--- src/sv/pvdd_pkg.sv ---
// ----------------------------------------------------------------------------
// pvdd_pkg
// Shared types and constants of the postings varint delta decoder.
// ----------------------------------------------------------------------------
package pvdd_pkg;

    typedef enum logic [2:0] {
        PH_COUNT = 3'd0,
        PH_DELTA = 3'd1,
        PH_SCORE = 3'd2,
        PH_LEN   = 3'd3,
        PH_ID    = 3'd4,
        PH_IDLE  = 3'd5
    } t_phase;

    typedef enum logic [1:0] {
        KIND_HEADER = 2'd0,
        KIND_ID     = 2'd1,
        KIND_END    = 2'd2
    } t_kind;

    localparam int unsigned IN_DATA_W  = 8;
    localparam int unsigned OUT_DATA_W = 96;
    localparam int unsigned OUT_USER_W = 2;

    localparam logic [7:0] VARINT_CONT = 8'h80;
    localparam logic [7:0] VARINT_MASK = 8'h7F;

endpackage

--- src/sv/postings_varint_delta_decoder.sv ---
// ----------------------------------------------------------------------------
// postings_varint_delta_decoder
// Byte-wise parser of a postings buffer: count, LEB128 deltas into a running
// document hash, raw score, id length and id bytes.
// ----------------------------------------------------------------------------
// Usage:
//   Slave stream: one buffer byte per transaction in s_axis_tdata, with
//   s_axis_tlast on the buffer's final byte.
//   Master stream: at most one result per input byte. m_axis_tuser carries
//   the kind (header, id byte, end report), m_axis_tlast the id_last flag.
//   A byte is taken into the input register, then parsed, and its result
//   is written to the result register, from which it leaves.
//   Throughput: one byte per cycle unless a stalled receiver holds the
//   result register; the parse state updates from the input register.
//   A stalled receiver holds the result register; the byte in the input
//   register waits there and the slave side stalls until the result is taken.
//   Reset (synchronous, active low) empties both registers and returns the
//   parser to the count header. After the final byte of a buffer the parser
//   returns to the same state on its own.
// ----------------------------------------------------------------------------
module postings_varint_delta_decoder
    import pvdd_pkg::*;
(
    input  logic                  i_clk,
    input  logic                  i_rst_n,
    input  logic                  s_axis_tvalid,
    output logic                  s_axis_tready,
    input  logic [IN_DATA_W-1:0]  s_axis_tdata,   // [7:0] data_byte
    input  logic                  s_axis_tlast,   // buffer_end
    output logic                  m_axis_tvalid,
    input  logic                  m_axis_tready,
    // [31:0] doc_hash, [63:32] score_bits, [79:64] id_length,
    // [87:80] id_byte, [88] buffer_done, [89] end_status, [95:90] zero
    output logic [OUT_DATA_W-1:0] m_axis_tdata,
    output logic [OUT_USER_W-1:0] m_axis_tuser,   // [1:0] kind
    output logic                  m_axis_tlast    // id_last
);

    logic        r_in_valid;
    logic [7:0]  r_in_byte;
    logic        r_in_end;

    t_phase      r_phase,         n_phase;
    logic [31:0] r_postings_left, n_postings_left;
    logic [2:0]  r_byte_index,    n_byte_index;
    logic [31:0] r_delta_acc,     n_delta_acc;
    logic [31:0] r_running_hash,  n_running_hash;
    logic [31:0] r_score_acc,     n_score_acc;
    logic [15:0] r_id_len,        n_id_len;
    logic [15:0] r_id_left,       n_id_left;

    logic        r_out_valid;
    t_kind       r_out_kind,      n_out_kind;
    logic [31:0] r_out_hash;
    logic [31:0] r_out_score;
    logic [15:0] r_out_len;
    logic [7:0]  r_out_id_byte,   n_out_id_byte;
    logic        r_out_last,      n_out_last;
    logic        r_out_done;
    logic        r_out_status,    n_out_status;

    logic        n_emit;
    logic        w_adv;
    logic [1:0]  w_bi;
    logic [2:0]  w_di;
    logic [31:0] w_delta_part;
    logic [31:0] w_lane;
    logic [31:0] w_left_dec;
    logic [15:0] w_id_dec;
    logic        w_clean;

    assign w_adv         = r_in_valid && (!r_out_valid || m_axis_tready);
    assign s_axis_tready = !r_in_valid || w_adv;

    assign w_bi       = r_byte_index[1:0];
    assign w_di       = (r_byte_index > 3'd4) ? 3'd4 : r_byte_index;
    assign w_lane     = {24'd0, r_in_byte} << {w_bi, 3'b000};
    assign w_left_dec = r_postings_left - 32'd1;
    assign w_id_dec   = r_id_left - 16'd1;

    always_comb begin
        unique case (w_di)
            3'd0:    w_delta_part = {25'd0, r_in_byte[6:0] & VARINT_MASK[6:0]};
            3'd1:    w_delta_part = {18'd0, r_in_byte[6:0] & VARINT_MASK[6:0], 7'd0};
            3'd2:    w_delta_part = {11'd0, r_in_byte[6:0] & VARINT_MASK[6:0], 14'd0};
            3'd3:    w_delta_part = {4'd0, r_in_byte[6:0] & VARINT_MASK[6:0], 21'd0};
            default: w_delta_part = {r_in_byte[3:0] & VARINT_MASK[3:0], 28'd0};
        endcase
    end

    always_comb begin
        n_phase         = r_phase;
        n_postings_left = r_postings_left;
        n_byte_index    = r_byte_index;
        n_delta_acc     = r_delta_acc;
        n_running_hash  = r_running_hash;
        n_score_acc     = r_score_acc;
        n_id_len        = r_id_len;
        n_id_left       = r_id_left;
        unique case (r_phase)
            PH_COUNT: begin
                n_postings_left = r_postings_left | w_lane;
                n_byte_index    = {1'b0, w_bi} + 3'd1;
                if (w_bi == 2'd3) begin
                    n_byte_index = 3'd0;
                    n_phase      = (n_postings_left != 32'd0) ? PH_DELTA : PH_IDLE;
                end
            end
            PH_DELTA: begin
                n_delta_acc  = r_delta_acc | w_delta_part;
                n_byte_index = w_di + 3'd1;
                if (((r_in_byte & VARINT_CONT) == 8'd0) || (w_di == 3'd4)) begin
                    n_running_hash = r_running_hash + n_delta_acc;
                    n_delta_acc    = 32'd0;
                    n_score_acc    = 32'd0;
                    n_id_len       = 16'd0;
                    n_byte_index   = 3'd0;
                    n_phase        = PH_SCORE;
                end
            end
            PH_SCORE: begin
                n_score_acc  = r_score_acc | w_lane;
                n_byte_index = {1'b0, w_bi} + 3'd1;
                if (w_bi == 2'd3) begin
                    n_byte_index = 3'd0;
                    n_phase      = PH_LEN;
                end
            end
            PH_LEN: begin
                n_id_len     = r_id_len | (w_bi[0] ? {r_in_byte, 8'd0} : {8'd0, r_in_byte});
                n_byte_index = {2'b00, w_bi[0]} + 3'd1;
                if (w_bi[0]) begin
                    n_id_left    = n_id_len;
                    n_byte_index = 3'd0;
                    if (n_id_len == 16'd0) begin
                        n_postings_left = w_left_dec;
                        n_phase         = (w_left_dec != 32'd0) ? PH_DELTA : PH_IDLE;
                    end else begin
                        n_phase = PH_ID;
                    end
                end
            end
            PH_ID: begin
                n_id_left = w_id_dec;
                if (w_id_dec == 16'd0) begin
                    n_postings_left = w_left_dec;
                    n_byte_index    = 3'd0;
                    n_phase         = (w_left_dec != 32'd0) ? PH_DELTA : PH_IDLE;
                end
            end
            default: begin
            end
        endcase
    end

    always_comb begin
        n_emit        = 1'b0;
        n_out_kind    = KIND_HEADER;
        n_out_id_byte = 8'd0;
        n_out_last    = 1'b0;
        unique case (r_phase)
            PH_LEN: begin
                if (w_bi[0]) begin
                    n_emit     = 1'b1;
                    n_out_last = (n_id_len == 16'd0);
                end
            end
            PH_ID: begin
                n_emit        = 1'b1;
                n_out_kind    = KIND_ID;
                n_out_id_byte = r_in_byte;
                n_out_last    = (w_id_dec == 16'd0);
            end
            default: begin
            end
        endcase
    end

    assign w_clean      = (n_phase == PH_IDLE) ||
                          ((n_phase == PH_DELTA) && (n_byte_index == 3'd0));
    assign n_out_status = r_in_end && !w_clean;

    always_ff @(posedge i_clk) begin
        if (!i_rst_n) begin
            r_in_valid <= 1'b0;
        end else if (s_axis_tready) begin
            r_in_valid <= s_axis_tvalid;
        end
    end

    always_ff @(posedge i_clk) begin
        if (s_axis_tready && s_axis_tvalid) begin
            r_in_byte <= s_axis_tdata;
            r_in_end  <= s_axis_tlast;
        end
    end

    always_ff @(posedge i_clk) begin
        if (!i_rst_n || (w_adv && r_in_end)) begin
            r_phase         <= PH_COUNT;
            r_postings_left <= 32'd0;
            r_byte_index    <= 3'd0;
            r_delta_acc     <= 32'd0;
            r_running_hash  <= 32'd0;
            r_score_acc     <= 32'd0;
            r_id_len        <= 16'd0;
            r_id_left       <= 16'd0;
        end else if (w_adv) begin
            r_phase         <= n_phase;
            r_postings_left <= n_postings_left;
            r_byte_index    <= n_byte_index;
            r_delta_acc     <= n_delta_acc;
            r_running_hash  <= n_running_hash;
            r_score_acc     <= n_score_acc;
            r_id_len        <= n_id_len;
            r_id_left       <= n_id_left;
        end
    end

    always_ff @(posedge i_clk) begin
        if (!i_rst_n) begin
            r_out_valid <= 1'b0;
        end else if (w_adv && (n_emit || r_in_end)) begin
            r_out_valid <= 1'b1;
        end else if (m_axis_tready) begin
            r_out_valid <= 1'b0;
        end
    end

    always_ff @(posedge i_clk) begin
        if (w_adv && (n_emit || r_in_end)) begin
            r_out_kind    <= n_emit ? n_out_kind : KIND_END;
            r_out_hash    <= n_emit ? n_running_hash : 32'd0;
            r_out_score   <= n_emit ? n_score_acc : 32'd0;
            r_out_len     <= n_emit ? n_id_len : 16'd0;
            r_out_id_byte <= n_out_id_byte;
            r_out_last    <= n_out_last;
            r_out_done    <= r_in_end;
            r_out_status  <= n_out_status;
        end
    end

    assign m_axis_tvalid = r_out_valid;
    assign m_axis_tuser  = r_out_kind;
    assign m_axis_tlast  = r_out_last;
    assign m_axis_tdata  = {6'd0, r_out_status, r_out_done, r_out_id_byte,
                            r_out_len, r_out_score, r_out_hash};

endmodule
--- config.mk ---
export PLATFORM = sky130hd
export DESIGN_NAME = postings_varint_delta_decoder
export DESIGN_NICKNAME = d
export VERILOG_FILES = /design/src/sv/pvdd_pkg.sv /design/src/sv/postings_varint_delta_decoder.sv
export SDC_FILE = /design/constraint.sdc
export NUM_CORES = 1
export LEC_CHECK = 0
export ABC_CLOCK_PERIOD_IN_PS = 7300
export BUFFER_PORTS_ARGS = -buffer_cell sky130_fd_sc_hd__clkbuf_2
export CAP_MARGIN = 20
export CORE_ASPECT_RATIO = 1.1
export CORE_MARGIN = 2
export CORE_UTILIZATION = 60
export CTS_BUF_LIST = sky130_fd_sc_hd__clkbuf_2 sky130_fd_sc_hd__clkbuf_4 sky130_fd_sc_hd__clkbuf_8
export CTS_CLUSTER_SIZE = 16
export DETAILED_ROUTE_END_ITERATION = 10
export GPL_ROUTABILITY_DRIVEN = 1
export PLACE_DENSITY = 0.84
export SYNTH_ARGS = -nofsm -noshare
export SYNTH_HDL_FRONTEND = slang
export SYNTH_SLANG_ARGS = --single-unit
--- constraint.sdc ---
create_clock -name i_clk -period 7.3 [get_ports i_clk]
set_clock_uncertainty 0.2 [all_clocks]
set_input_delay 0.365 -clock i_clk [delete_from_list [all_inputs] [get_ports i_clk]]
set_output_delay 0.365 -clock i_clk [all_outputs]
set_load 0.01 [all_outputs]
==> impl_metrics.toml, run 1 <==
[clock_tree]
cts_tree = "yes"
clockRootBuffer = "clkbuf_8"
htree_num_levels = 2
clkTransAtPathRegs_ns = 0.06
cts_buffers = 43
cts.sinks = 270
clock_latency_ns = 0.56
cts.path.max_buffers = 3
cts_resized = 0

[drt]
vias_per_cell = 6.384
drc = 0
wl_per_cell_um = 19.19
firstDrtPassIters = 6
ant_nets = 0
routed_wl_um = 38260
dr_total_vias = 12730
dr.first_iter.drc_count = 1351

[power]
clockPowerShare_pct = 40.8
power_density_mw_per_mm2 = 215.1
ir_drop_v = 0.0001316
power.total_mw = 3.382
power.switching_mw = 0.8936
cell_internal_pwr_mw = 2.488
p_seq_share_pct = 48.1
p_leak_nw = 6.072
p_sw_share_pct = 26.43
power_frac_comb_pct = 11.1

[floorplan]
start_util_pct = 61.43
die_w_um = 150.3
die_area_mm2 = 0.02480
coreArea_mm2 = 0.02300
ios = 114
die_h_um = 165.0
rows = 58

[critical_path]
startpoint_type = "register"
critical_path.endpoint_type = "register"
cp_max_fo = 30
required_ns = 7.50
critical_path_buf_inv_count = 1
cp_cell_sequence = "inv_1 -> ha_1 -> nand2b_1 -> nand2_1 -> ha_1 -> nor2b_1 -> a21o_1 -> ha_1 -> a211oi_1 -> o21bai_1 -> o41ai_1 -> o21ai_0 -> a41oi_1 -> o221ai_1 -> a221oi_1 -> xnor2_1 -> nand2_1 -> a21oi_1"
critPathTopFamily = "compound AO/OA/AOI/OAI gates"
crit_path_frequent_cell = "ha_1"
critPathKind = "register to register"
worst_path_max_delay_cell = "dfxtp_1"
critPathMaxStageDelay_ns = 0.86
arrival_ns = 6.06

[finish]
nNetsFinal = 1718
drive_gt1_share_pct = 14.05
fin_util_pct = 68.34
area_growth_pct = 11.25
n_antenna_cell = 0

[sta]
drv_slew = 0
tightest_slew_ns = 1.192
clock.fmax_ghz = 0.1706
hold_viol = 0
rsz0062_at_grt = "false"
fin_crit_ns = 5.863
final.setup.worst_slack_ns = 1.437
slew_headroom_pct = 20.35
setup_viol = 0
setup_tns_ns = 0
fin_crit_sh_pct = 80.31

[logic_synthesis]
yosysSeqAreaShare_pct = 45.48
synth_edf_count = 102
ys.flop_type = "dfxtp_1"
synth_cells = 1604
async_flop_share_pct = 0
ys_types = 73
ys_warn_count = 0
synth_area_mm2 = 0.01413
yosys_register_bits = 270
avgSynthCellArea_um2 = 8.810

[run_status]
status = "completed"

[global_routing]
grt_pass1_vias = 11840
overflow = 0
grt_first_pass_wirelength_um = 60640
grt_max_degree = 87
antenna_found_initial = 0
track_usage_pct = 30.60

[placed_design]
port_buffers = 107
post-place-ws_ns = 1.523
dp_hpwl_um = 24700
place_congestion = 0.9527

[hold_path]
min_path_type = "register to register"

[run]
maxCapViolations = 0
## worst register-to-register path: stages, from the launching register on
cell and delay [ns]:
dfxtp_1 0.86, inv_1 0.19, ha_1 0.25, nand2b_1 0.15, nand2_1 0.16, ha_1 0.20
nor2b_1 0.45, a21o_1 0.22, ha_1 0.28, a211oi_1 0.22, o21bai_1 0.13, o41ai_1 0.49
o21ai_0 0.28, a41oi_1 0.56, o221ai_1 0.26, a221oi_1 0.37, xnor2_1 0.19, nand2_1 0.08
a21oi_1 0.15
## kinds of logic after synthesis
group / count (synthesis) / share of synthesized area [%]
other: 1 / 0.02654
muxes: 4 / 0.2833
and+or+nand+nor: 614 / 21.75
AOI/OAI and AO/OA: 478 / 21.74
adders and majority gates: 43 / 3.860
DFF: 270 / 45.48
buffers and inverters: 161 / 4.826
xor gates and xnor gates: 33 / 2.045
## synth_stat cells, types with 5 or more instances
master	count	area share, %
xnor2_1	17	1.1
nor2_1	196	5.2
edfxtp_1	102	22
or4_1	7	0.37
and4_1	13	0.81
a31oi_1	10	0.44
o31ai_1	6	0.32
nand4_1	5	0.22
dfxtp_1	168	24
nand2b_1	7	0.31
nor3b_1	35	1.9
or3_1	11	0.49
a211oi_1	14	0.74
buf_2	8	0.28
a311oi_1	13	0.81
o21bai_1	5	0.27
a21o_1	58	3.1
and2_1	12	0.53
nor4_2	12	1.1
nor3_1	60	2.1
nand2_1	154	4.1
inv_1	29	0.77
o22ai_1	5	0.22
nor4_1	19	0.84
buf_4	8	0.43
buf_1	8	0.21
o21ai_0	55	1.9
a21oi_1	184	6.5
a22oi_1	73	3.9
xor2_1	16	0.99
nor2b_1	23	1.0
ha_1	42	3.7
nand3_1	28	0.99
o211ai_1	6	0.32
and3_1	15	0.66
clkbuf_1	103	2.7
a41oi_1	5	0.31
buf_6	5	0.40
## metal layers
layer | up-vias | GRT usage, % | part of all wire, %
met5 | - | 0 | 0
li1 | 5971 | - | -
met3 | 128 | 4.834 | 8.0
met4 | 0 | 14.15 | 4.3
met2 | 607 | 51.59 | 48
met1 | 6023 | 38.54 | 40
## repair_timing
item / CTS / global route
hold buffers: 13 / 0
buffers inserted: 0 / 0
hold endpoints to repair: 11 / 0
## cell type report
cell class | count | area, µm²
multi-input cells | 1178 | 7059
inverters | 29 | 110.1
repair buffers | 140 | 833.3
clock inverters | 13 | 111.4
well taps | 300 | 375.4
fillers | 1790 | 7283
clock buffers | 64 | 805.8
flip-flops and latches | 270 | 6426
## path summary, 6_finish.rpt
check,startpoint,slack [ns],depth (start not counted),endpoint
min reg2reg,r_score_acc[17],0.27,2,r_score_acc[17]
max,r_byte_index[0],1.44,18,r_out_hash[30]
max reg2reg,r_byte_index[0],1.44,18,r_out_hash[30]
min,r_score_acc[17],0.27,2,r_score_acc[17]
## power groups by stage
| stage | registers, mW | clock network, mW | logic, mW |
|---|---|---|---|
| after CTS | 1.63 | 1.39 | 0.367 |
| after global routing | 1.63 | 1.46 | 0.406 |
| after floorplan | 1.65 | 0 | 0.270 |
| final | 1.63 | 1.38 | 0.375 |
| after detailed placement | 1.66 | 0 | 0.360 |
| after global placement | 1.66 | 0 | 0.353 |
## state kept, by name, summed over array words and instances (netlist names), 8 cells and up
name / cells
r_delta_acc: 32
r_id_left: 16
r_id_len: 16
r_in_byte: 8
r_out_hash: 32
r_out_id_byte: 8
r_out_len: 16
r_out_score: 32
r_postings_left: 32
r_running_hash: 32
r_score_acc: 32
## cell usage in the layout (no fill, tap or decap), drive strengths merged, types with 7 or more instances in the layout
cell type,instances
nor2b,23
dlygate4sd3,13
a22oi,73
and3,15
edfxtp,102
xnor2,17
and2,13
o21ai,55
clkbuf,172
a31oi,10
or4,8
a21oi,185
dfxtp,168
nor3b,35
nand2b,7
nor4,32
or3,11
a311oi,16
nand3,28
buf,19
xor2,16
clkinv,12
and4,13
nand2,154
a211oi,14
nor2,197
ha,42
nor3,61
inv,28
a21o,58
## per-stage QoR
| stage | cell area [µm²] | hold WS [ns] | cells |
|---|---|---|---|
| final | 15720 | 0.2656 | 1994 |
| after global routing | 15720 | 0.2914 | 1994 |
| after CTS | 15690 | 0.2702 | 1991 |
| after detailed placement | 14640 | 0.2550 | 1901 |
| after global placement | 14630 | 0.2466 | 1900 |
| after floorplan | 14150 | 0.2375 | 1609 |
Note: power is estimated with default switching activity, not from simulation.
==> inputs of run 2 (changes only) <==
--- a/config.mk
+++ b/config.mk
@@ -5,17 +5,18 @@
 export SDC_FILE = /design/constraint.sdc
 export NUM_CORES = 1
 export LEC_CHECK = 0
-export ABC_CLOCK_PERIOD_IN_PS = 7300
+export ABC_AREA = 1
+export ABC_CLOCK_PERIOD_IN_PS = 5200
 export BUFFER_PORTS_ARGS = -buffer_cell sky130_fd_sc_hd__clkbuf_2
 export CAP_MARGIN = 20
 export CORE_ASPECT_RATIO = 1.1
 export CORE_MARGIN = 2
-export CORE_UTILIZATION = 60
+export CORE_UTILIZATION = 57
 export CTS_BUF_LIST = sky130_fd_sc_hd__clkbuf_2 sky130_fd_sc_hd__clkbuf_4 sky130_fd_sc_hd__clkbuf_8
 export CTS_CLUSTER_SIZE = 16
 export DETAILED_ROUTE_END_ITERATION = 10
 export GPL_ROUTABILITY_DRIVEN = 1
-export PLACE_DENSITY = 0.84
+export PLACE_DENSITY = 0.83
 export SYNTH_ARGS = -nofsm -noshare
 export SYNTH_HDL_FRONTEND = slang
 export SYNTH_SLANG_ARGS = --single-unit
==> constraint.sdc (replaced) <==
create_clock -name i_clk -period 5.2 [get_ports i_clk]
set_clock_uncertainty 0.2 [all_clocks]
set_input_delay 0.26 -clock i_clk [delete_from_list [all_inputs] [get_ports i_clk]]
set_output_delay 0.26 -clock i_clk [all_outputs]
set_load 0.01 [all_outputs]
==> run 2 against run 1 <==
First-iteration DRC count increased by 22%. Utilization shrank 4.0 points. Count of clock-buffer cells in the layout grew 2. Worst hold slack worse by 0.069 ns. Global-route usage rose by 0.78 points. Power is 59% higher.
==> impl_metrics.toml, run 2 <==
[finish]
layout_commonest_cell = "nand2_1"
n_antenna_cell = 0
final_cell_area_mm2 = 0.01730
regArea_mm2 = 0.006426
area_growth_pct = 11.41
nNetsFinal = 2351
multi_input_area_mm2 = 0.007442
mostFrequentLayoutCells = "458 x nand2_1, 322 x inv_1, 285 x nor2_1"
drive_gt1_share_pct = 9.528
fillers = 2358

[drt]
wl_per_cell_um = 16.84
vias_per_cell = 5.681
firstDrtPassIters = 7
routed_wl_um = 45260
dr.first_iter.drc_count = 1651
drc = 0
ant_nets = 0
dr_total_vias = 15260

[sta]
slew_headroom_pct = 25.26
fin_crit_ns = 4.545
clock.fmax_ghz = 0.2200
hold_viol = 0
setup_tns_ns = 0
tightest_slew_ns = 1.114
fin_crit_sh_pct = 87.40
drv_slew = 0
rsz0062_at_grt = "false"
setup_viol = 0

[floorplan]
die_w_um = 161.4
coreArea_mm2 = 0.02688
rows = 63
die_h_um = 177.1
start_util_pct = 57.76
die_area_mm2 = 0.02857
ios = 114

[power]
power_density_mw_per_mm2 = 311.8
power_frac_comb_pct = 20.3
p_sw_share_pct = 31.90
power.switching_mw = 1.720
clockPowerShare_pct = 35.5
p_leak_nw = 8.150
ir_drop_v = 0.0002027
cell_internal_pwr_mw = 3.672
p_seq_share_pct = 44.1

[critical_path]
startpoint_type = "register"
critPathKind = "register to register"
required_ns = 5.29
arrival_ns = 4.63
cp_max_fo = 14
critical_path.endpoint_type = "register"

[logic_synthesis]
async_flop_share_pct = 0
synth_area_mm2 = 0.01552
ys_warn_count = 0
yosysSeqAreaShare_pct = 41.39
synth_top_area_cell = "dfxtp_1"
synth-xor-area-share_pct = 1.072
synth_area_leaders = "dfxtp_1 22%, edfxtp_1 20%, nand2_1 11%"
synth_compound_area_share_pct = 18.33
yosys.cell_count.top_type = "nand2_1"
synthSimpleGateAreaFrac_pct = 24.11
synth_top_cell_area_share_pct = 21.66
ys_types = 48
synthTopCellsByCount = "461 x nand2_1, 323 x inv_1, 285 x nor2_1, 209 x a21oi_1, 185 x o21ai_0"
synthAdderAreaFrac_pct = 3.514
synth_top_family_by_area = "simple AND/OR/NAND/NOR gates"
ys.flop_type = "dfxtp_1"
avgSynthCellArea_um2 = 7.028
synth_cells = 2209
synth_mux_area_share_pct = 0.6447
synth_edf_count = 102
yosys_register_bits = 270

[clock_tree]
cts_tree = "yes"
cts.sinks = 270
cts_hold_buf = 14
clkTransAtPathRegs_ns = 0.07
post_cts_buffers = 0
htree_num_levels = 2
cts_resized = 0
clock_latency_ns = 0.57
cts_buffers = 44
clockRootBuffer = "clkbuf_8"
cts.path.max_buffers = 3

[global_routing]
overflow = 0
grt_first_pass_wirelength_um = 72170
track_usage_pct = 31.38
antenna_found_initial = 0
grt_max_degree = 86
grt_pass1_vias = 14440

[run]
maxCapViolations = 0

[placed_design]
dp_hpwl_um = 31700
place_congestion = 1.012
place_area_mm2 = 0.01621
port_buffers = 107

[run_status]
status = "completed"

[hold_path]
min_path_type = "primary input to register"
-- run 2: cell count changes in the layout (fill, tap and decap cells not counted), sizes merged, moves of 27 or more --
cell	before	now
nand2	154	463
inv	28	331
o21ai	55	189
nor2	197	292
nand3	28	108
a22oi	73	7
a21o	58	5
nor3	61	16
nor3b	35	0
nor4	32	5
-- run 2: worst paths after layout --
kind / slack (ns) / end / from / cells after the start
max: 0.66 / r_out_hash[31] / r_byte_index[1] / 20
min reg2reg: 0.26 / r_delta_acc[6] / r_delta_acc[6] / 2
min: 0.20 / r_in_byte[5] / s_axis_tdata[5] / 2
max reg2reg: 0.66 / r_out_hash[31] / r_byte_index[1] / 20
-- run 2: power by group through the flow --
| stage | sequential (mW) | clock (mW) | combinational [mW] |
|---|---|---|---|
| 2_1_floorplan | 2.41 | 0 | 0.777 |
| 3_3_place_gp | 2.42 | 0 | 1.04 |
| 3_5_place_dp | 2.42 | 0 | 1.06 |
| 4_1_cts | 2.38 | 1.94 | 1.08 |
| 5_1_grt | 2.39 | 2.03 | 1.23 |
| 6_report | 2.38 | 1.92 | 1.10 |
-- run 2: through the flow --
stage	std cells	utilization (%)	hold WS [ns]	power, mW	worst slack [ns]
2_1_floorplan	2214	-	0.1589	3.189	1.108
3_3_place_gp	2590	60.31	0.2390	3.459	0.9618
3_5_place_dp	2590	60.31	0.2401	3.482	0.7607
4_1_cts	2685	64.19	0.1785	5.390	0.7796
5_1_grt	2687	64.35	0.2012	5.649	0.2339
6_report	2687	64.35	0.1966	5.393	0.6553
-- run 2: layout make-up --
type,instances,area share (%)
Clock buffer,66,4.673
Tap cell,357,2.582
Clock inverter,15,0.5498
Timing Repair Buffer,137,4.832
Inverter,331,7.183
Sequential cell,270,37.15
Multi-Input combinational cell,1511,43.03
-- run 2: layer usage --
layer	wire length, µm	vias to the layer above	global-route usage (%)
met2	21560	675	53.24
met1	17740	7011	38.47
li1	-	7410	-
met3	3569	168	4.335
met4	2397	0	17.71
met5	0	-	0
-- run 2: critical path: stages (launching register included) --
cell      delay (ns)
dfxtp_1         0.31
inv_1           0.29
ha_1            0.22
inv_1           0.05
a21oi_1         0.29
inv_1           0.12
ha_1            0.23
nand2_1         0.25
o21bai_1        0.14
ha_1            0.36
nand2_1         0.11
o21ai_0         0.20
a21oi_1         0.11
o21ai_0         0.54
nand2_1         0.17
nand2_1         0.18
nand3_1         0.11
nand3_1         0.12
nand3_1         0.10
nand2_1         0.12
a21oi_1         0.06
-- run 2: cell families after synthesis --
| kind of cell | after synthesis |
|---|---|
| simple gates | 919 |
| compound gates | 514 |
| buf+inv | 433 |
| flops | 270 |
| fa+ha+maj | 43 |
| xor+xnor | 19 |
| mux | 10 |
| other cells | 1 |
